--- src/hdl/stt_pkg.sv ---
// shared types and token kind codes for the source text tokenizer
// no dependencies
`timescale 1ns / 1ps

package stt_pkg;

   localparam logic [5:0] K_EOF       = 6'd0;
   localparam logic [5:0] K_IDENT     = 6'd1;
   localparam logic [5:0] K_KEYWORD0  = 6'd2;
   localparam logic [5:0] K_INT_LIT   = 6'd16;
   localparam logic [5:0] K_FLOAT_LIT = 6'd17;
   localparam logic [5:0] K_STR_LIT   = 6'd18;
   localparam logic [5:0] K_BAD       = 6'd19;
   localparam logic [5:0] K_UNTERM    = 6'd20;
   localparam logic [5:0] K_ASSIGN    = 6'd21;
   localparam logic [5:0] K_EQ        = 6'd22;
   localparam logic [5:0] K_NOT       = 6'd23;
   localparam logic [5:0] K_NE        = 6'd24;
   localparam logic [5:0] K_LT        = 6'd25;
   localparam logic [5:0] K_LE        = 6'd26;
   localparam logic [5:0] K_GT        = 6'd27;
   localparam logic [5:0] K_GE        = 6'd28;
   localparam logic [5:0] K_AND       = 6'd29;
   localparam logic [5:0] K_OR        = 6'd30;
   localparam logic [5:0] K_PLUS      = 6'd31;
   localparam logic [5:0] K_MINUS     = 6'd32;
   localparam logic [5:0] K_STAR      = 6'd33;
   localparam logic [5:0] K_SLASH     = 6'd34;
   localparam logic [5:0] K_PERCENT   = 6'd35;
   localparam logic [5:0] K_LPAREN    = 6'd36;
   localparam logic [5:0] K_RPAREN    = 6'd37;
   localparam logic [5:0] K_LBRACE    = 6'd38;
   localparam logic [5:0] K_RBRACE    = 6'd39;
   localparam logic [5:0] K_LBRACK    = 6'd40;
   localparam logic [5:0] K_RBRACK    = 6'd41;
   localparam logic [5:0] K_SEMI      = 6'd42;
   localparam logic [5:0] K_COMMA     = 6'd43;
   localparam logic [5:0] K_DOT       = 6'd44;
   localparam logic [5:0] K_LAST      = K_DOT;

   typedef struct packed {
      logic [5:0]  token_kind;
      logic [19:0] token_line;
      logic [15:0] token_column;
      logic [15:0] token_length;
      logic [7:0]  error_byte;
      logic        last_of_text;
   } result_type;

   // up to three results caused by one input byte
   typedef struct packed {
      logic [1:0]           count;
      result_type [2:0]     res;
   } bundle_type;

endpackage

--- src/hdl/stt_if.sv ---
// channel interfaces: source bytes in, tokens out
// depends on nothing
`timescale 1ns / 1ps

interface stt_req_if;
   logic       valid;
   logic       ready;
   logic [7:0] char_byte;
   logic       end_of_text;
   modport source (output valid, output char_byte, output end_of_text, input ready);
   modport sink (input valid, input char_byte, input end_of_text, output ready);
endinterface

interface stt_rsp_if;
   logic        valid;
   logic        ready;
   logic [5:0]  token_kind;
   logic [19:0] token_line;
   logic [15:0] token_column;
   logic [15:0] token_length;
   logic [7:0]  error_byte;
   logic        last_of_text;
   modport source (output valid, output token_kind, output token_line, output token_column,
                   output token_length, output error_byte, output last_of_text,
                   input ready);
   modport sink (input valid, input token_kind, input token_line, input token_column,
                 input token_length, input error_byte, input last_of_text,
                 output ready);
endinterface

--- src/hdl/source_text_tokenizer.sv ---
// tokenizer top: one source byte per cycle in while the queue has room,
// one token word per cycle out while the sink is ready; results wait in the queue
// throughput: one byte per cycle while the queue is not full; a byte causing two
//   or three results holds its bundle in the four-entry queue until all are taken
// reset: synchronous; empties the queue, position back to line 1 column 1
`timescale 1ns / 1ps

module source_text_tokenizer #(
   parameter int LINE_BITS   = 20,
   parameter int COLUMN_BITS = 16,
   parameter int KEYWORD_MAX = 8
) (
   input logic       clock,
   input logic       reset,
   stt_req_if.sink   req_chan,
   stt_rsp_if.source rsp_chan
);
   import stt_pkg::*;

   bundle_type bundle, head;
   logic       take, push, pop, head_valid, full;

   assign req_chan.ready = !full;
   assign take = req_chan.valid && !full;
   assign push = take && (bundle.count != 2'd0);

   stt_front #(
      .LINE_BITS(LINE_BITS),
      .COLUMN_BITS(COLUMN_BITS),
      .KEYWORD_MAX(KEYWORD_MAX)
   ) u_front (
      .clock(clock),
      .reset(reset),
      .take(take),
      .char_byte(req_chan.char_byte),
      .end_of_text(req_chan.end_of_text),
      .bundle(bundle)
   );

   stt_fifo #(
      .WIDTH($bits(bundle_type)),
      .DEPTH(4)
   ) u_fifo (
      .clock(clock),
      .reset(reset),
      .push(push),
      .push_data(bundle),
      .pop(pop),
      .head_data(head),
      .head_valid(head_valid),
      .full(full)
   );

   stt_back u_back (
      .clock(clock),
      .reset(reset),
      .head(head),
      .head_valid(head_valid),
      .pop(pop),
      .rsp_chan(rsp_chan)
   );

   // checks
   a_no_overflow: assert property (@(posedge clock) disable iff (reset) push |-> !full)
      else $error("bundle pushed into full queue");
   a_last_is_eof: assert property (@(posedge clock) disable iff (reset)
      rsp_chan.valid |-> (rsp_chan.last_of_text == (rsp_chan.token_kind == K_EOF)))
      else $error("end flag and eof kind disagree");
   a_kind_range: assert property (@(posedge clock) disable iff (reset)
      rsp_chan.valid |-> rsp_chan.token_kind <= K_LAST)
      else $error("token kind out of range");
   a_pop_has_head: assert property (@(posedge clock) disable iff (reset)
      pop |-> head_valid && head.count != 2'd0)
      else $error("pop from empty or null bundle");

endmodule

--- src/hdl/stt_front.sv ---
// lexer front end: mode machine, position counters, keyword match
// builds one bundle of results per accepted byte; uses stt_pkg
`timescale 1ns / 1ps

module stt_front #(
   parameter int LINE_BITS   = 20,
   parameter int COLUMN_BITS = 16,
   parameter int KEYWORD_MAX = 8
) (
   input  logic               clock,
   input  logic               reset,
   input  logic               take,
   input  logic [7:0]         char_byte,
   input  logic               end_of_text,
   output stt_pkg::bundle_type bundle
);
   import stt_pkg::*;

   localparam int KW_IDX_BITS = $clog2(KEYWORD_MAX);
   localparam int KW_COUNT = 14;
   localparam logic [63:0] KW_TEXT [KW_COUNT] = '{
      64'("int"), 64'("float"), 64'("string"), 64'("bool"), 64'("void"),
      64'("true"), 64'("false"), 64'("function"), 64'("return"), 64'("if"),
      64'("else"), 64'("while"), 64'("for"), 64'("print")};
   localparam int KW_LEN [KW_COUNT] = '{3, 5, 6, 4, 4, 4, 5, 8, 6, 2, 4, 5, 3, 5};

   localparam logic [7:0] CH_NL    = 8'h0A;
   localparam logic [7:0] CH_QUOTE = 8'h22;
   localparam logic [7:0] CH_BSL   = 8'h5C;
   localparam logic [7:0] CH_SLASH = 8'h2F;
   localparam logic [7:0] CH_EQ    = 8'h3D;
   localparam logic [7:0] CH_DOT   = 8'h2E;
   localparam logic [7:0] CH_UND   = 8'h5F;

   typedef enum logic [3:0] {
      M_IDLE, M_IDENT, M_INT, M_INT_DOT, M_FLOAT, M_STRING, M_STRING_ESC, M_OP, M_COMMENT
   } mode_type;

   mode_type               mode_ff, mode_in;
   logic [LINE_BITS-1:0]   line_ff, line_in;
   logic [COLUMN_BITS-1:0] col_ff, col_in, start_ff, start_in, len_ff, len_in;
   logic [7:0]             pend_ff, pend_in;
   logic [7:0]             kw_buf_ff [KEYWORD_MAX];
   logic                   kw_we;
   logic [KW_IDX_BITS-1:0] kw_idx;

   logic [7:0]             c;
   logic                   is_end, do_flush, fresh, s_val;
   logic [1:0]             fl_cnt, f_cnt;
   result_type             fl0, fl1, s0;
   logic [5:0]             id_kind, lone_kind, single_kind;
   logic [COLUMN_BITS-1:0] dot_col;

   function automatic logic [COLUMN_BITS-1:0] col_sat(input logic [COLUMN_BITS-1:0] v);
      return (&v) ? v : v + 1'b1;
   endfunction

   function automatic result_type mk(input logic [5:0] kind,
                                     input logic [LINE_BITS-1:0] line,
                                     input logic [COLUMN_BITS-1:0] col,
                                     input logic [COLUMN_BITS-1:0] len,
                                     input logic [7:0] err, input logic last);
      result_type r;
      r.token_kind   = kind;
      r.token_line   = 20'(line);
      r.token_column = 16'(col);
      r.token_length = 16'(len);
      r.error_byte   = err;
      r.last_of_text = last;
      return r;
   endfunction

   function automatic logic is_alpha(input logic [7:0] v);
      return (v >= 8'h61 && v <= 8'h7A) || (v >= 8'h41 && v <= 8'h5A);
   endfunction

   function automatic logic is_digit(input logic [7:0] v);
      return v >= 8'h30 && v <= 8'h39;
   endfunction

   function automatic logic is_space(input logic [7:0] v);
      return v == 8'h20 || (v >= 8'h09 && v <= 8'h0D);
   endfunction

   function automatic logic may_pair(input logic [7:0] v);
      return v == 8'h3D || v == 8'h21 || v == 8'h3C || v == 8'h3E || v == 8'h26 ||
             v == 8'h7C || v == 8'h2F;
   endfunction

   // keyword compare against the stored identifier
   always_comb begin
      logic        hit;
      logic [63:0] kw_left;
      id_kind = K_IDENT;
      for (int i = KW_COUNT - 1; i >= 0; i--) begin
         hit = (len_ff == COLUMN_BITS'(KW_LEN[i]));
         // keyword text left aligned, first byte on top
         kw_left = KW_TEXT[i] << (8 * (8 - KW_LEN[i]));
         for (int j = 0; j < 8; j++) begin
            if (j < KW_LEN[i] && kw_buf_ff[j] != kw_left[8*(7-j) +: 8]) begin
               hit = 1'b0;
            end
         end
         if (hit) begin
            id_kind = K_KEYWORD0 + 6'(i);
         end
      end
   end

   // kind of a lone pending operator
   always_comb begin
      unique case (pend_ff)
         8'h3D:   lone_kind = K_ASSIGN;
         8'h21:   lone_kind = K_NOT;
         8'h3C:   lone_kind = K_LT;
         8'h3E:   lone_kind = K_GT;
         8'h2F:   lone_kind = K_SLASH;
         default: lone_kind = K_BAD;
      endcase
   end

   // kind of a byte that never pairs
   always_comb begin
      unique case (c)
         8'h2B:   single_kind = K_PLUS;
         8'h2D:   single_kind = K_MINUS;
         8'h2A:   single_kind = K_STAR;
         8'h25:   single_kind = K_PERCENT;
         8'h28:   single_kind = K_LPAREN;
         8'h29:   single_kind = K_RPAREN;
         8'h7B:   single_kind = K_LBRACE;
         8'h7D:   single_kind = K_RBRACE;
         8'h5B:   single_kind = K_LBRACK;
         8'h5D:   single_kind = K_RBRACK;
         8'h3B:   single_kind = K_SEMI;
         8'h2C:   single_kind = K_COMMA;
         8'h2E:   single_kind = K_DOT;
         default: single_kind = K_BAD;
      endcase
   end

   // results of flushing the pending token
   always_comb begin
      dot_col = ((&col_ff) || col_ff < COLUMN_BITS'(2)) ? col_ff : col_ff - 1'b1;
      fl_cnt = 2'd0;
      fl0 = '0;
      fl1 = '0;
      unique case (mode_ff)
         M_IDENT: begin
            fl_cnt = 2'd1;
            fl0 = mk(id_kind, line_ff, start_ff, len_ff, 8'd0, 1'b0);
         end
         M_INT: begin
            fl_cnt = 2'd1;
            fl0 = mk(K_INT_LIT, line_ff, start_ff, len_ff, 8'd0, 1'b0);
         end
         M_INT_DOT: begin
            fl_cnt = 2'd2;
            fl0 = mk(K_INT_LIT, line_ff, start_ff, len_ff, 8'd0, 1'b0);
            fl1 = mk(K_DOT, line_ff, dot_col, COLUMN_BITS'(1), 8'd0, 1'b0);
         end
         M_FLOAT: begin
            fl_cnt = 2'd1;
            fl0 = mk(K_FLOAT_LIT, line_ff, start_ff, len_ff, 8'd0, 1'b0);
         end
         M_STRING, M_STRING_ESC: begin
            fl_cnt = 2'd1;
            fl0 = mk(K_UNTERM, line_ff, start_ff, len_ff, 8'd0, 1'b0);
         end
         M_OP: begin
            fl_cnt = 2'd1;
            fl0 = mk(lone_kind, line_ff, start_ff, COLUMN_BITS'(1),
                     (lone_kind == K_BAD) ? pend_ff : 8'd0, 1'b0);
         end
         default: ;
      endcase
   end

   // next state for one byte
   always_comb begin
      c = char_byte;
      is_end = end_of_text || (c == 8'd0);
      mode_in = mode_ff;
      line_in = line_ff;
      col_in = col_ff;
      start_in = start_ff;
      len_in = len_ff;
      pend_in = pend_ff;
      kw_we = 1'b0;
      kw_idx = len_ff[KW_IDX_BITS-1:0];
      do_flush = 1'b0;
      fresh = 1'b0;
      s_val = 1'b0;
      s0 = '0;
      if (is_end) begin
         do_flush = 1'b1;
         s_val = 1'b1;
         s0 = mk(K_EOF, line_ff, col_ff, '0, 8'd0, 1'b1);
         mode_in = M_IDLE;
         line_in = LINE_BITS'(1);
         col_in = COLUMN_BITS'(1);
         start_in = COLUMN_BITS'(1);
         len_in = '0;
         pend_in = 8'd0;
      end else begin
         unique case (mode_ff)
            M_COMMENT: begin
               if (c == CH_NL) mode_in = M_IDLE;
            end
            M_IDENT: begin
               if (is_alpha(c) || is_digit(c) || c == CH_UND) begin
                  kw_we = (len_ff < COLUMN_BITS'(KEYWORD_MAX));
                  len_in = col_sat(len_ff);
               end else begin
                  do_flush = 1'b1;
                  fresh = 1'b1;
               end
            end
            M_INT: begin
               if (is_digit(c)) len_in = col_sat(len_ff);
               else if (c == CH_DOT) mode_in = M_INT_DOT;
               else begin
                  do_flush = 1'b1;
                  fresh = 1'b1;
               end
            end
            M_INT_DOT: begin
               if (is_digit(c)) begin
                  len_in = col_sat(col_sat(len_ff));
                  mode_in = M_FLOAT;
               end else begin
                  do_flush = 1'b1;
                  fresh = 1'b1;
               end
            end
            M_FLOAT: begin
               if (is_digit(c)) len_in = col_sat(len_ff);
               else begin
                  do_flush = 1'b1;
                  fresh = 1'b1;
               end
            end
            M_STRING: begin
               if (c == CH_QUOTE) begin
                  s_val = 1'b1;
                  s0 = mk(K_STR_LIT, line_ff, start_ff, len_ff, 8'd0, 1'b0);
                  mode_in = M_IDLE;
               end else begin
                  if (c == CH_BSL) mode_in = M_STRING_ESC;
                  len_in = col_sat(len_ff);
               end
            end
            M_STRING_ESC: begin
               len_in = col_sat(len_ff);
               mode_in = M_STRING;
            end
            M_OP: begin
               if (pend_ff == CH_SLASH && c == CH_SLASH) begin
                  mode_in = M_COMMENT;
               end else if (c == CH_EQ && (pend_ff == 8'h3D || pend_ff == 8'h21 ||
                                           pend_ff == 8'h3C || pend_ff == 8'h3E)) begin
                  s_val = 1'b1;
                  s0 = mk(lone_kind + 6'd1, line_ff, start_ff, COLUMN_BITS'(2), 8'd0, 1'b0);
                  mode_in = M_IDLE;
               end else if ((pend_ff == 8'h26 && c == 8'h26) ||
                            (pend_ff == 8'h7C && c == 8'h7C)) begin
                  s_val = 1'b1;
                  s0 = mk((pend_ff == 8'h26) ? K_AND : K_OR, line_ff, start_ff,
                          COLUMN_BITS'(2), 8'd0, 1'b0);
                  mode_in = M_IDLE;
               end else begin
                  do_flush = 1'b1;
                  fresh = 1'b1;
               end
            end
            default: begin
               fresh = 1'b1;
            end
         endcase

         // a byte that begins a new token
         if (fresh) begin
            mode_in = M_IDLE;
            if (!is_space(c)) begin
               start_in = col_ff;
               if (is_alpha(c) || c == CH_UND) begin
                  mode_in = M_IDENT;
                  kw_we = 1'b1;
                  kw_idx = '0;
                  len_in = COLUMN_BITS'(1);
               end else if (is_digit(c)) begin
                  mode_in = M_INT;
                  len_in = COLUMN_BITS'(1);
               end else if (c == CH_QUOTE) begin
                  mode_in = M_STRING;
                  start_in = col_sat(col_ff);
                  len_in = '0;
               end else if (may_pair(c)) begin
                  mode_in = M_OP;
                  pend_in = c;
               end else begin
                  s_val = 1'b1;
                  s0 = mk(single_kind, line_ff, col_ff, COLUMN_BITS'(1),
                          (single_kind == K_BAD) ? c : 8'd0, 1'b0);
               end
            end
         end

         // position update
         if (c == CH_NL) begin
            line_in = (&line_ff) ? line_ff : line_ff + 1'b1;
            col_in = COLUMN_BITS'(1);
         end else begin
            col_in = col_sat(col_ff);
         end
      end

      // pack flush results ahead of the new one
      f_cnt = do_flush ? fl_cnt : 2'd0;
      bundle.count = f_cnt + {1'b0, s_val};
      bundle.res[0] = (f_cnt != 2'd0) ? fl0 : s0;
      bundle.res[1] = (f_cnt == 2'd2) ? fl1 : s0;
      bundle.res[2] = s0;
   end

   // state registers
   always_ff @(posedge clock) begin
      if (reset) begin
         mode_ff <= M_IDLE;
         line_ff <= LINE_BITS'(1);
         col_ff <= COLUMN_BITS'(1);
         start_ff <= COLUMN_BITS'(1);
         len_ff <= '0;
         pend_ff <= 8'd0;
      end else if (take) begin
         mode_ff <= mode_in;
         line_ff <= line_in;
         col_ff <= col_in;
         start_ff <= start_in;
         len_ff <= len_in;
         pend_ff <= pend_in;
      end
   end

   // identifier text, read only where written
   always_ff @(posedge clock) begin
      if (take && !is_end && kw_we) begin
         kw_buf_ff[kw_idx] <= c;
      end
   end

endmodule

--- src/hdl/stt_fifo.sv ---
// short queue of result bundles between lexer and output side
// no package dependency
`timescale 1ns / 1ps

module stt_fifo #(
   parameter int WIDTH = 8,
   parameter int DEPTH = 4
) (
   input  logic             clock,
   input  logic             reset,
   input  logic             push,
   input  logic [WIDTH-1:0] push_data,
   input  logic             pop,
   output logic [WIDTH-1:0] head_data,
   output logic             head_valid,
   output logic             full
);
   localparam int PTR_BITS = $clog2(DEPTH);

   logic [WIDTH-1:0]    mem_ff [DEPTH];
   logic [PTR_BITS-1:0] wr_ff, rd_ff;
   logic [PTR_BITS:0]   cnt_ff;

   assign head_data  = mem_ff[rd_ff];
   assign head_valid = (cnt_ff != '0);
   assign full       = (cnt_ff == (PTR_BITS+1)'(DEPTH));

   // pointers and fill count
   always_ff @(posedge clock) begin
      if (reset) begin
         wr_ff <= '0;
         rd_ff <= '0;
         cnt_ff <= '0;
      end else begin
         if (push) wr_ff <= (wr_ff == PTR_BITS'(DEPTH - 1)) ? '0 : wr_ff + 1'b1;
         if (pop) rd_ff <= (rd_ff == PTR_BITS'(DEPTH - 1)) ? '0 : rd_ff + 1'b1;
         cnt_ff <= cnt_ff + (PTR_BITS+1)'(push) - (PTR_BITS+1)'(pop);
      end
   end

   // storage
   always_ff @(posedge clock) begin
      if (push) mem_ff[wr_ff] <= push_data;
   end

endmodule

--- src/hdl/stt_back.sv ---
// output side: walks the results of the head bundle one word at a time
// uses stt_pkg and stt_rsp_if
`timescale 1ns / 1ps

module stt_back (
   input  logic                clock,
   input  logic                reset,
   input  stt_pkg::bundle_type head,
   input  logic                head_valid,
   output logic                pop,
   stt_rsp_if.source           rsp_chan
);
   import stt_pkg::*;

   logic [1:0] idx_ff;
   result_type cur;
   logic       take;

   assign cur  = head.res[idx_ff];
   assign take = head_valid && rsp_chan.ready;
   assign pop  = take && (idx_ff == head.count - 2'd1);

   assign rsp_chan.valid        = head_valid;
   assign rsp_chan.token_kind   = cur.token_kind;
   assign rsp_chan.token_line   = cur.token_line;
   assign rsp_chan.token_column = cur.token_column;
   assign rsp_chan.token_length = cur.token_length;
   assign rsp_chan.error_byte   = cur.error_byte;
   assign rsp_chan.last_of_text = cur.last_of_text;

   // result index within the bundle
   always_ff @(posedge clock) begin
      if (reset) begin
         idx_ff <= 2'd0;
      end else if (take) begin
         idx_ff <= pop ? 2'd0 : idx_ff + 2'd1;
      end
   end

endmodule

--- src/flat_wrapper.sv ---
// flat-port wrapper written by rule: the top's interface ports become plain ports
module source_text_tokenizer_flat import stt_pkg::*;
#(
   parameter int LINE_BITS   = 20,
   parameter int COLUMN_BITS = 16,
   parameter int KEYWORD_MAX = 8
)
  (clock, reset, req_chan_valid, req_chan_char_byte, req_chan_end_of_text, req_chan_ready, rsp_chan_valid, rsp_chan_token_kind, rsp_chan_token_line, rsp_chan_token_column, rsp_chan_token_length, rsp_chan_error_byte, rsp_chan_last_of_text, rsp_chan_ready);
  stt_req_if req_chan_i ();
  stt_rsp_if rsp_chan_i ();
  input logic clock;
  input logic reset;
  input wire logic [$bits(req_chan_i.valid)-1:0] req_chan_valid;
  input wire logic [$bits(req_chan_i.char_byte)-1:0] req_chan_char_byte;
  input wire logic [$bits(req_chan_i.end_of_text)-1:0] req_chan_end_of_text;
  output wire logic [$bits(req_chan_i.ready)-1:0] req_chan_ready;
  output wire logic [$bits(rsp_chan_i.valid)-1:0] rsp_chan_valid;
  output wire logic [$bits(rsp_chan_i.token_kind)-1:0] rsp_chan_token_kind;
  output wire logic [$bits(rsp_chan_i.token_line)-1:0] rsp_chan_token_line;
  output wire logic [$bits(rsp_chan_i.token_column)-1:0] rsp_chan_token_column;
  output wire logic [$bits(rsp_chan_i.token_length)-1:0] rsp_chan_token_length;
  output wire logic [$bits(rsp_chan_i.error_byte)-1:0] rsp_chan_error_byte;
  output wire logic [$bits(rsp_chan_i.last_of_text)-1:0] rsp_chan_last_of_text;
  input wire logic [$bits(rsp_chan_i.ready)-1:0] rsp_chan_ready;
  assign req_chan_i.valid = req_chan_valid;
  assign req_chan_i.char_byte = req_chan_char_byte;
  assign req_chan_i.end_of_text = req_chan_end_of_text;
  assign req_chan_ready = req_chan_i.ready;
  assign rsp_chan_valid = rsp_chan_i.valid;
  assign rsp_chan_token_kind = rsp_chan_i.token_kind;
  assign rsp_chan_token_line = rsp_chan_i.token_line;
  assign rsp_chan_token_column = rsp_chan_i.token_column;
  assign rsp_chan_token_length = rsp_chan_i.token_length;
  assign rsp_chan_error_byte = rsp_chan_i.error_byte;
  assign rsp_chan_last_of_text = rsp_chan_i.last_of_text;
  assign rsp_chan_i.ready = rsp_chan_ready;
  source_text_tokenizer #(.LINE_BITS(LINE_BITS), .COLUMN_BITS(COLUMN_BITS), .KEYWORD_MAX(KEYWORD_MAX)) u_core (.clock(clock), .reset(reset), .req_chan(req_chan_i), .rsp_chan(rsp_chan_i));
endmodule
--- config.mk ---
export PLATFORM = sky130hd
export DESIGN_NAME = source_text_tokenizer_flat
export DESIGN_NICKNAME = d
export VERILOG_FILES = /design/src/hdl/stt_pkg.sv /design/src/hdl/stt_if.sv /design/src/hdl/source_text_tokenizer.sv /design/src/hdl/stt_front.sv /design/src/hdl/stt_fifo.sv /design/src/hdl/stt_back.sv /design/src/flat_wrapper.sv
export SDC_FILE = /design/constraint.sdc
export NUM_CORES = 1
export LEC_CHECK = 0
export BUFFER_PORTS_ARGS = -buffer_cell sky130_fd_sc_hd__buf_2
export CORE_UTILIZATION = 35
export CTS_BUF_LIST = sky130_fd_sc_hd__clkbuf_4 sky130_fd_sc_hd__clkbuf_8
export CTS_CLUSTER_SIZE = 20
export DETAILED_ROUTE_END_ITERATION = 6
export SLEW_MARGIN = 20
export SYNTH_ARGS = -nofsm -noshare
export SYNTH_HDL_FRONTEND = slang
export SYNTH_HIERARCHICAL = 1
export SYNTH_SLANG_ARGS = --single-unit
--- constraint.sdc ---
create_clock -name clock -period 12.6 [get_ports clock]
set_clock_uncertainty 0.05 [all_clocks]
set_input_delay 0.63 -clock clock [delete_from_list [all_inputs] [get_ports clock]]
set_output_delay 0.63 -clock clock [all_outputs]
set_load 0.01 [all_outputs]
# --- Word level (Yosys, flattened, before mapping) ---
# Memories as Yosys holds them, arrays and structs flattened. A register that Yosys moved wholly into a read port is not among the register bits.
# Cells that the tools add are included.
classes:
  addsub: 13
  n_lt_le_gt_ge: 11
  n_eq_ne: 110
  mux: 194
  n_reduce_logical: 55
ops:
  columns: ["operator", "count"]
  rows:
  - ["67-bit two-way mux", 13]
  - ["8-bit by 7-bit != test with 1-bit output, second input constant", 46]
  - ["16-bit two-way mux", 22]
  - ["67-bit one-hot mux with 5 select lines", 1]
  - ["8-bit by 6-bit equality test with 1-bit output, second input constant", 23]
  - ["67-bit binary-select mux with 2-bit select", 1]
  - ["67-bit one-hot mux with 2 select lines", 1]
  - ["66-bit two-way mux", 2]
  - ["1-bit two-way mux", 93]
  - ["4-bit two-way mux", 23]
  - ["16-bit one-hot mux with 5 select lines", 1]
  - ["6-bit one-hot mux with 13 select lines", 1]
  - ["8-bit two-way mux", 9]
  - ["8-bit by 7-bit equality test with 1-bit output, second input constant", 8]
  - ["20-bit two-way mux", 3]
  - ["16-bit by 1-bit adder with 16-bit output, second input constant", 3]
  - ["16-bit by 3-bit equality test with 1-bit output, second input constant", 3]
  - ["16-bit AND reduction", 3]
  - ["16-bit by 2-bit equality test with 1-bit output, second input constant", 2]
  - ["6-bit one-hot mux with 5 select lines", 1]
  - ["3-bit two-way mux", 9]
  - ["4-bit one-hot mux with 6 select lines", 1]
  - ["20-bit by 1-bit adder with 20-bit output, second input constant", 1]
  - ["20-bit AND reduction", 1]
  - ["other kinds (49)", 112]
totals:
  ff_bits: 89
  ram_bits: 876
  out_inout_bits: 69
  word_cells: 395
  memories: 2
mem_list:
  columns: ["name", "depth", "word_bits", "rd", "rd_clocked_by_memory_dff", "write_ports", "line", "text"]
  rows:
  - ["u_core.u_fifo.mem_ff", 4, 203, 1, 1, 1, "stt_fifo.sv:20", "logic [WIDTH-1:0] mem_ff [DEPTH];"]
  - ["u_core.u_front.kw_buf_ff", 8, 8, 8, 0, 1, "stt_front.sv:43", "logic [7:0] kw_buf_ff [KEYWORD_MAX];"]

# --- Depth between registers and ports, before layout ---
# Gate-level depths: netlist of the first run.
# An unclocked memory read counts as a cell.
logic_depth:
  depth_word: 23
  ltp_mapped: 19
  mapped_depth_nobuf: 17

# --- Hierarchy ---
# The synthesis of the first run kept the hierarchy.
modules_own_cells:
  columns: ["mod", "instances", "cells_each", "area_per_inst_um2", "seq_area_each_um2"]
  rows:
  - ["stt_fifo", 1, 1104, 29761.0, 24563.6]
  - ["stt_front", 1, 1549, 11745.0, 3523.4]
  - ["stt_back", 1, 240, 1510.2, 40.0]
  - ["source_text_tokenizer", 1, 3, 25.0, 0.0]

# --- Worst setup path before layout of the first run ---
# OpenSTA, ideal clock, no wires.
synth_timing:
  path_type: "input to register"
  from: "in req_chan_char_byte[4]"
  to: "mem u_core/u_fifo/mem_ff[0][0] in the netlist's numbering, enable pin"
  setup_time_ns: 0.588
  arrival_time_ns: 8.420
  t_required_ns: 11.962
  setup_slack_ns: 3.542
  stages: 13
  path_buffers: 1
  cell_sequence: "or4b_4 -> or3_4 -> o21ai_2 -> nor4_2 -> o31ai_4 -> o31ai_2 -> nor2_2 -> clkbuf_1 -> inv_1 -> ha_1 -> xnor2_1 -> o21a_1 -> and2_1"
synth_lines:
  columns: ["element", "line", "text"]
  rows:
  - ["from (decl)", "flat_wrapper.sv:14", "input wire logic [$bits(req_chan_i.char_byte)-1:0] req_chan_char_byte;"]
  - ["to (decl)", "stt_fifo.sv:20", null]

==> flow_metrics.py, run 1 <==
metrics = {
    "outcome": {
        "status": "finished clean",
    },
    "floorplanning": {
        "floorplan.initialDensity": 0.353,
        "ios": 82,
        "die_area_um2": 124000,
        "die_y_um": 353,
        "coreArea_um2": 122000,
        "die_w_um": 353,
        "placementRows": 128,
    },
    "synthesis": {
        "synth_area_um2": 43000,
        "synth_largest_area_cell": "edfxtp_1",
        "synth_cell_types": 102,
        "synthFlopType": "edfxtp_1",
        "ys_seq_elements": 967,
        "synth_top_area_frac": 0.611,
        "yosysSeqAreaShare": 0.653,
        "syn_area_per_cell_um2": 14.9,
        "syn_nets": 2927,
        "synth_warnings": 6,
        "async_reset_ff_frac": 0,
        "synthCells": 2896,
        "synth_area_leaders": "edfxtp_1 (61%), mux4_2 (11%), dfxtp_1 (4.2%), mux2i_1 (1.9%), nand2_1 (1.7%)",
        "synth-edff-count": 876,
    },
    "clocking": {
        "cts_hold_buf": 0,
        "clk-insertion-delay-late_ns": 0.84,
        "cts_sinks": 967,
        "cts_htree_levels": 4,
        "root_buffer": "clkbuf_8",
        "clockBufferDepth": 3,
        "cts_buffers": 157,
        "cts_setup_buffers": 0,
        "post_cts_resized": 0,
        "clk_pin_slew_ns": 0.06,
        "cts_tree": "done",
    },
    "timing": {
        "timing.final.max_slew_violations": 0,
        "relSlewSlack": 0.226,
        "fin_crit_sh": 0.536,
        "finalHoldViolCount": 0,
        "layout_min_cycle_time_ns": 6.76,
        "fmax_mhz": 148,
        "setup_viol": 0,
        "worst_slew_pin_slew_ns": 1.15,
        "rsz0062_at_grt": "no",
        "fin_tns_setup_ns": 0,
    },
    "placement": {
        "globalplace.congestion": 0.887,
        "dp_hpwl_um": 61800,
        "port_buffers": 81,
    },
    "routing": {
        "first_pass_iters": 6,
        "drc": 0,
        "avgRoutedWirePerCell_um": 21.8,
        "wl_um": 104000,
        "viasPerCell": 5.41,
        "drt_iter0_drc": 2411,
        "ant_nets": 0,
        "via_count": 25700,
    },
    "worst_setup_path": {
        "critical_path_class": "reg -> reg",
        "cp-startpoint": "u_core/u_front/mode_ff[2]",
        "arrival_ns": 7.12,
        "end_kind": "register",
        "r2r-start": "u_core/u_front/mode_ff[2]",
        "cp.required_ns": 12.96,
        "r2r_cells": 16,
        "cp_max_fo": 123,
        "worstSetupStartpointType": "register",
    },
    "grt": {
        "grt_pass1_wl_um": 160000,
        "grt_pass1_vias": 26400,
        "antenna_found_initial": 5,
        "grt_max_degree": 124,
        "grt_overflow": 0,
        "grt_usage": 0.166,
    },
    "hold_path": {
        "holdPathStages": 3,
        "min_from": "rsp_chan_ready",
        "worstHoldPathType": "in -> reg",
    },
    "finish": {
        "layout_commonest_cell": "edfxtp_1",
        "nets": 3031,
        "drive_gt1_frac": 0.214,
        "layout-area-overhead-vs-synth_pct": 11.9,
        "final_cell_mix": "edfxtp_1 (876), mux4_2 (203), nand2_1 (200), nor2_1 (181), clkbuf_8 (169)",
    },
    "pwr": {
        "total_power_mw": 7.77,
        "ir_drop_v": 0.0000919,
        "power_density_nw_per_um2": 161,
        "p_leak_nw": 15.6,
    },
    "job": {
        "cap_violations": 0,
    },
}
[critical path, stage by stage (launching register included)]
cell,delay (ns)
dfxtp_1,0.66
nand2b_1,0.28
nor2_1,0.40
o21ai_2,0.17
nor4_2,0.59
o31ai_4,0.21
o31ai_2,0.25
buf_4,0.26
nor2_2,0.06
buf_4,0.28
inv_1,0.12
ha_1,0.16
xnor2_1,0.21
o21a_1,0.37
and2_4,0.64
buf_4,0.63
buf_12,0.48
[sequential cells by signal, summed over array words and instances, names as in the netlist, named ones only]
name                      cells
u_core/u_back/idx_ff          2
u_core/u_fifo/cnt_ff          3
u_core/u_fifo/mem_ff        812
u_core/u_fifo/rd_ff           2
u_core/u_fifo/wr_ff           2
u_core/u_front/col_ff        16
u_core/u_front/kw_buf_ff     64
u_core/u_front/len_ff        16
u_core/u_front/line_ff       20
u_core/u_front/mode_ff        4
u_core/u_front/pend_ff        8
u_core/u_front/start_ff      16
[stage by stage]
step / hold WS, ns / util / area (um^2) / setup WS (ns) / cells
final: 0.228 / 0.395 / 48200 / 5.84 / 4751
after global routing: 0.205 / 0.395 / 48200 / 5.50 / 4750
after CTS: 0.139 / 0.395 / 48200 / 5.98 / 4749
after detailed placement: 0.410 / 0.369 / 45000 / 5.17 / 4466
after global placement: 0.417 / 0.369 / 45000 / 5.30 / 4466
after floorplan: 0.395 / - / 43000 / 3.54 / 2896
[per-layer routing]
layer  part of all wire  vias to the layer above  GRT usage
li1                   -                    11600          -
met2               0.48                      841      0.272
met1               0.44                    13100      0.226
met5                  0                        -          0
met4              0.019                        0     0.0464
met3              0.063                      167     0.0322
[path summary, 6_finish.rpt]
| kind | slack, ns | to |
|---|---|---|
| hold reg to reg | 0.42 | u_core/u_front/start_ff[1] |
| setup / recovery | 5.84 | u_core/u_fifo/mem_ff[3][85] |
| setup reg to reg | 5.84 | u_core/u_fifo/mem_ff[3][85] |
| hold / removal | 0.23 | u_core/u_back/idx_ff[1] |
[synthesized netlist by cell type (5+ instances only)]
| cell type | n |
|---|---|
| nand3b_1 | 9 |
| mux2i_1 | 82 |
| a31oi_4 | 10 |
| xor2_1 | 30 |
| buf_6 | 24 |
| nor2_1 | 181 |
| mux4_2 | 203 |
| nand2_1 | 200 |
| o22ai_1 | 7 |
| inv_1 | 55 |
| nand2b_1 | 24 |
| and3_1 | 45 |
| buf_2 | 45 |
| nand3_1 | 49 |
| nor2b_1 | 38 |
| nand4b_1 | 6 |
| nor4_1 | 28 |
| o21ai_0 | 139 |
| or4_1 | 15 |
| o32ai_1 | 5 |
| and2_1 | 86 |
| a22o_1 | 10 |
| nor3_1 | 67 |
| or2_2 | 11 |
| o21ai_1 | 5 |
| nor3b_1 | 12 |
| ha_1 | 17 |
| nor4b_1 | 8 |
| o31ai_1 | 7 |
| a22oi_1 | 23 |
| o221ai_1 | 9 |
| xnor2_1 | 21 |
| a211oi_1 | 8 |
| a31oi_1 | 20 |
| a21oi_1 | 125 |
| and4_1 | 7 |
| clkbuf_1 | 114 |
| edfxtp_1 | 876 |
| dfxtp_1 | 91 |
| nand4_1 | 33 |
| o21a_1 | 6 |
| or3_1 | 25 |
| a21o_1 | 5 |
[power by group]
part           total, mW  switching (mW)  internal [mW]
logic               1.24           0.733          0.503
registers           3.84          0.0865           3.75
clock network       2.70            1.22           1.48
total               7.77            2.04           5.74
[cell families (layout without fill, tap and decap cells)]
kind of cell               count (synthesis)  in the layout  share of synthesized area
AOI/OAI and AO/OA                        449            449                     0.0695
xor gates and xnor gates                  52             52                     0.0109
adders and majority gates                 18             18                    0.00541
buffers and inverters                    246            474                     0.0276
DFF                                      967            967                      0.653
muxes                                    289            289                      0.126
other                                      0              2                          0
and+or+nand+nor                          875            875                      0.107
[layout make-up]
cell class	count	area, um^2
Sequential cell	967	28100
Tap cell	1625	2030
Fill cell	11300	73700
Inverter	55	206
Multi-Input combinational cell	1683	13800
Clock inverter	45	298
Clock buffer	238	2840
Antenna cell	2	5.00
Timing Repair Buffer	136	843
Note: power is estimated with default switching activity, not from simulation.
==> inputs of run 2 (changes only) <==
- clock period: 12.6 -> 5.7 ns (I/O delays scaled with it)
==> flow_metrics.py, run 2 (synthesized netlist as in run 1, its figures left out) <==
metrics = {
    "timing": {
        "setup_viol": 0,
        "rsz0062_at_grt": "no",
        "worst_slew_pin_slew_ns": 1.23,
        "layout_min_cycle_time_ns": 4.88,
        "fmax_mhz": 205,
        "timing.final.max_slew_violations": 0,
        "relSlewSlack": 0.178,
        "fin_crit_sh": 0.855,
        "finalHoldViolCount": 0,
        "whs_ns": 0.0901,
        "fin_tns_setup_ns": 0,
        "fin_ws_ns": 0.824,
    },
    "finish": {
        "layout_commonest_cell": "edfxtp_1",
        "final_cell_mix": "edfxtp_1 (876), mux4_2 (203), nand2_1 (200), nor2_1 (181), clkbuf_8 (161)",
        "layout-area-overhead-vs-synth_pct": 13.0,
        "drive_gt1_frac": 0.218,
        "nets": 3068,
        "reg.largest.list": "u_core/u_fifo/mem_ff: 812 flops, u_core/u_front/kw_buf_ff: 64 flops, u_core/u_front/line_ff: 20 flops",
        "largest_reg_flops": 812,
        "largest-register": "u_core/u_fifo/mem_ff",
        "fillers": 11200,
    },
    "clocking": {
        "clockBufferDepth": 3,
        "cts_hold_buf": 11,
        "cts_htree_levels": 4,
        "cts_setup_buffers": 0,
        "cts_tree": "done",
        "post_cts_resized": 0,
        "clk-insertion-delay-late_ns": 0.81,
        "root_buffer": "clkbuf_8",
        "clk_pin_slew_ns": 0.06,
        "cts_sinks": 967,
        "cts_buffers": 160,
    },
    "worst_setup_path": {
        "arrival_ns": 5.23,
        "worstSetupStartpointType": "register",
        "r2r-start": "u_core/u_front/mode_ff[0]",
        "r2r_end": "u_core/u_fifo/mem_ff[0][180]",
        "end_kind": "register",
        "rrSetupSlack_ns": 0.82,
        "r2r_cells": 13,
        "cp.required_ns": 6.05,
        "critical_path_class": "reg -> reg",
        "cp_max_fo": 107,
    },
    "outcome": {
        "status": "finished clean",
    },
    "routing": {
        "drc": 0,
        "drt_iter0_drc": 2113,
        "viasPerCell": 5.40,
        "ant_nets": 0,
        "via_count": 25900,
        "first_pass_iters": 6,
        "wl_um": 104000,
        "avgRoutedWirePerCell_um": 21.6,
    },
    "grt": {
        "grt_max_degree": 135,
        "grt_overflow": 0,
        "grt_pass1_vias": 26400,
        "antenna_found_initial": 4,
        "grt_usage": 0.165,
        "grt_pass1_wl_um": 159000,
    },
    "hold_path": {
        "min_from": "req_chan_valid",
        "worstHoldPathType": "in -> reg",
        "holdPathStages": 5,
        "holdPathEnd": "u_core/u_front/col_ff[7]",
    },
    "pwr": {
        "p_clk_frac": 0.347,
        "seq_power_share": 0.493,
        "power.internal_mw": 12.7,
        "pwr-share-comb": 0.160,
        "power_density_nw_per_um2": 354,
        "ir_drop_v": 0.000230,
        "p_leak_nw": 15.7,
        "switchingPower_mw": 4.57,
        "p_sw_frac": 0.265,
    },
    "floorplanning": {
        "die_area_um2": 124000,
        "die_y_um": 353,
        "ios": 82,
        "die_w_um": 353,
        "floorplan.initialDensity": 0.353,
        "coreArea_um2": 122000,
        "placementRows": 128,
    },
    "placement": {
        "port_buffers": 81,
        "dp_hpwl_um": 63200,
        "globalplace.congestion": 0.890,
        "post-place-ws_ns": 0.652,
    },
    "job": {
        "cap_violations": 0,
    },
}
run 2: layout make-up:
class	count	area, um^2	share of cell area
timing repair buffer	170	1340	0.0275
inverter	55	206	0.00425
antenna	1	2.50	0.0000515
clock inverter	66	480	0.00988
multi-input combinational	1683	13800	0.283
clock buffer	219	2650	0.0545
sequential	967	28100	0.579
tap	1625	2030	0.0418
run 2: worst max path at each step:
stage | startpoint | end | cells after the start
after global routing | u_core/u_front/mode_ff[0] | u_core/u_fifo/mem_ff[0][178] | 13
after CTS | u_core/u_front/mode_ff[0] | u_core/u_fifo/mem_ff[0][178] | 13
after global placement | req_chan_char_byte[4] | u_core/u_fifo/mem_ff[0][186] | 14
after floorplan | req_chan_char_byte[4] | u_core/u_fifo/mem_ff[3][0] | 13
final | u_core/u_front/mode_ff[0] | u_core/u_fifo/mem_ff[0][180] | 13
after detailed placement | req_chan_char_byte[4] | u_core/u_fifo/mem_ff[0][120] | 14
run 2: power groups by stage:
stage	clock [mW]	sequential [mW]	combinational, mW
2_1_floorplan	0	8.55	1.95
3_3_place_gp	0	8.64	2.82
3_5_place_dp	0	8.65	2.82
4_1_cts	6.14	8.51	2.84
5_1_grt	6.45	8.55	3.00
6_report	5.97	8.50	2.76
run 2: worst max-delay path, cell delays in order, from the launching register on:
cell,delay (ns)
dfxtp_1,0.72
nand2_1,0.24
nor2_1,0.39
o21ai_2,0.16
nor4_2,0.56
o31ai_4,0.20
o31ai_2,0.34
nor2_2,0.12
inv_1,0.08
ha_1,0.15
xnor2_1,0.22
o21a_1,0.39
and2_4,0.26
buf_12,0.52
run 2: layer usage:
| layer | part of all wire | track usage | routed length (um) |
|---|---|---|---|
| met5 | 0 | 0 | 0 |
| met4 | 0.024 | 0.0579 | 2510 |
| met3 | 0.063 | 0.0307 | 6520 |
| met2 | 0.48 | 0.263 | 49200 |
| met1 | 0.44 | 0.226 | 45300 |
run 2: metrics by stage:
stage	util	std cells	power, mW	area [um^2]
finish	0.399	4786	17.2	48600
global route	0.399	4786	18.0	48600
CTS	0.399	4784	17.5	48600
detailed placement	0.372	4488	11.5	45400
global placement	0.372	4488	11.5	45400
floorplan	-	2896	10.5	43000
==> inputs of run 3 (changes only) <==
- BUFFER_PORTS_ARGS: -buffer_cell sky130_fd_sc_hd__buf_2 -> -buffer_cell sky130_fd_sc_hd__buf_4
==> flow_metrics.py, run 3 (synthesized netlist as in run 1, its figures left out) <==
metrics = {
    "outcome": {
        "status": "finished clean",
    },
    "routing": {
        "drc": 0,
        "wl_um": 105000,
        "avgRoutedWirePerCell_um": 22.1,
        "drt_iter0_drc": 2291,
        "ant_nets": 0,
        "via_count": 25900,
        "viasPerCell": 5.42,
        "first_pass_iters": 7,
    },
    "floorplanning": {
        "die_y_um": 353,
        "coreArea_um2": 122000,
        "floorplan.initialDensity": 0.353,
        "placementRows": 128,
        "ios": 82,
        "die_w_um": 353,
        "die_area_um2": 124000,
    },
    "grt": {
        "antenna_found_initial": 2,
        "grt_max_degree": 109,
        "grt_pass1_vias": 26700,
        "grt_pass1_wl_um": 162000,
        "grt_usage": 0.168,
        "grt_overflow": 0,
    },
    "finish": {
        "finish.utilization": 0.400,
        "reg.largest.list": "u_core/u_fifo/mem_ff: 812 flops, u_core/u_front/kw_buf_ff: 64 flops, u_core/u_front/line_ff: 20 flops",
        "nets": 3059,
        "final_cell_mix": "edfxtp_1 (876), mux4_2 (203), nand2_1 (200), nor2_1 (181), clkbuf_8 (157)",
        "layout_commonest_cell": "edfxtp_1",
        "finalNonFillerCells": 4781,
        "fillers": 11300,
        "layout-area-overhead-vs-synth_pct": 13.3,
        "largest-register": "u_core/u_fifo/mem_ff",
        "largest_reg_flops": 812,
        "drive_gt1_frac": 0.215,
    },
    "timing": {
        "fin_tns_setup_ns": 0,
        "finalHoldViolCount": 0,
        "relSlewSlack": 0.216,
        "worst_slew_pin_slew_ns": 1.16,
        "setup_viol": 0,
        "rsz0062_at_grt": "no",
        "fmax_mhz": 200,
        "layout_min_cycle_time_ns": 5.00,
        "fin_ws_ns": 0.697,
        "timing.final.max_slew_violations": 0,
        "fin_crit_sh": 0.878,
    },
    "worst_setup_path": {
        "r2r_cells": 12,
        "rrSetupSlack_ns": 0.70,
        "arrival_ns": 5.40,
        "cp-startpoint": "u_core/u_front/mode_ff[2]",
        "r2r_end": "u_core/u_fifo/mem_ff[1][89]",
        "worstSetupStartpointType": "register",
        "cp.required_ns": 6.10,
        "critical_path_class": "reg -> reg",
        "r2r-start": "u_core/u_front/mode_ff[2]",
        "end_kind": "register",
        "crit_path_end": "u_core/u_fifo/mem_ff[1][89]",
        "cp_max_fo": 51,
    },
    "pwr": {
        "ir_drop_v": 0.000233,
        "power_density_nw_per_um2": 356,
        "p_leak_nw": 15.8,
        "total_power_mw": 17.4,
    },
    "clocking": {
        "cts_sinks": 967,
        "cts_buffers": 157,
        "clk_pin_slew_ns": 0.06,
        "clockBufferDepth": 3,
        "cts_htree_levels": 4,
        "cts_tree": "done",
        "root_buffer": "clkbuf_8",
        "clk-insertion-delay-late_ns": 0.85,
    },
    "placement": {
        "place_inst": 4484,
        "post-place-ws_ns": 0.636,
        "globalplace.congestion": 0.902,
        "dp_hpwl_um": 64000,
        "port_buffers": 81,
    },
    "hold_path": {
        "worstHoldPathType": "in -> reg",
    },
    "job": {
        "cap_violations": 0,
    },
}
==> run 3: cell type report <==
| cell class | instances | area (um^2) | area share |
|---|---|---|---|
| Timing Repair Buffer | 164 | 1470 | 0.0302 |
| Antenna cell | 1 | 2.50 | 0.0000513 |
| Clock buffer | 210 | 2560 | 0.0525 |
| Sequential cell | 967 | 28100 | 0.577 |
| Tap cell | 1625 | 2030 | 0.0417 |
| Inverter | 55 | 206 | 0.00423 |
| Multi-Input combinational cell | 1683 | 13800 | 0.283 |
| Clock inverter | 76 | 562 | 0.0115 |
==> run 3: where the power goes <==
part	internal [mW]	switching [mW]	total, mW
clock	3.15	2.81	5.96
sequential	8.28	0.213	8.49
combinational	1.29	1.63	2.93
total	12.7	4.66	17.4
==> run 3: metal layers <==
layer	vias to the layer above	track usage	share of wire
met5	-	0	0
met4	0	0.0553	0.021
met3	191	0.0299	0.055
met2	835	0.273	0.48
met1	13300	0.228	0.44
li1	11600	-	-
==> run 3: per-stage QoR <==
step	hold WS, ns	cell area, um^2
after CTS	0.00987	48800
after global placement	0.421	45500
after floorplan	0.304	43000
after detailed placement	0.425	45500
final	0.0745	48800
after global routing	0.0304	48800
==> run 3: worst min path at each step <==
stage	start	endpoint	slack, ns	cells past startpoint
after floorplan	reset	u_core/u_fifo/wr_ff[0]	0.30	1
after global placement	u_core/u_front/start_ff[1]	u_core/u_front/start_ff[1]	0.42	2
after detailed placement	u_core/u_front/start_ff[1]	u_core/u_front/start_ff[1]	0.42	2
after CTS	req_chan_end_of_text	u_core/u_front/col_ff[0]	0.01	3
after global routing	req_chan_end_of_text	u_core/u_front/col_ff[0]	0.03	3
final	req_chan_end_of_text	u_core/u_front/col_ff[0]	0.07	3
==> run 3: critical path: stages, from the launching register on <==
cell and delay (ns):
dfxtp_1 0.66, nand2b_1 0.30, nor2_1 0.42, o21ai_2 0.16, nor4_2 0.57, nor3_1 0.11
buf_4 0.18, nor3_1 0.30, ha_1 0.23, xnor2_1 0.22, o21a_1 0.35, and2_4 0.63
buf_12 0.35
==> run 3: what timing repair did <==
item                       CTS  global route
setup endpoints to repair    0             0
hold buffers                10             0
buffers inserted             0             0
gates resized for setup      0             0
hold endpoints to repair   129             0
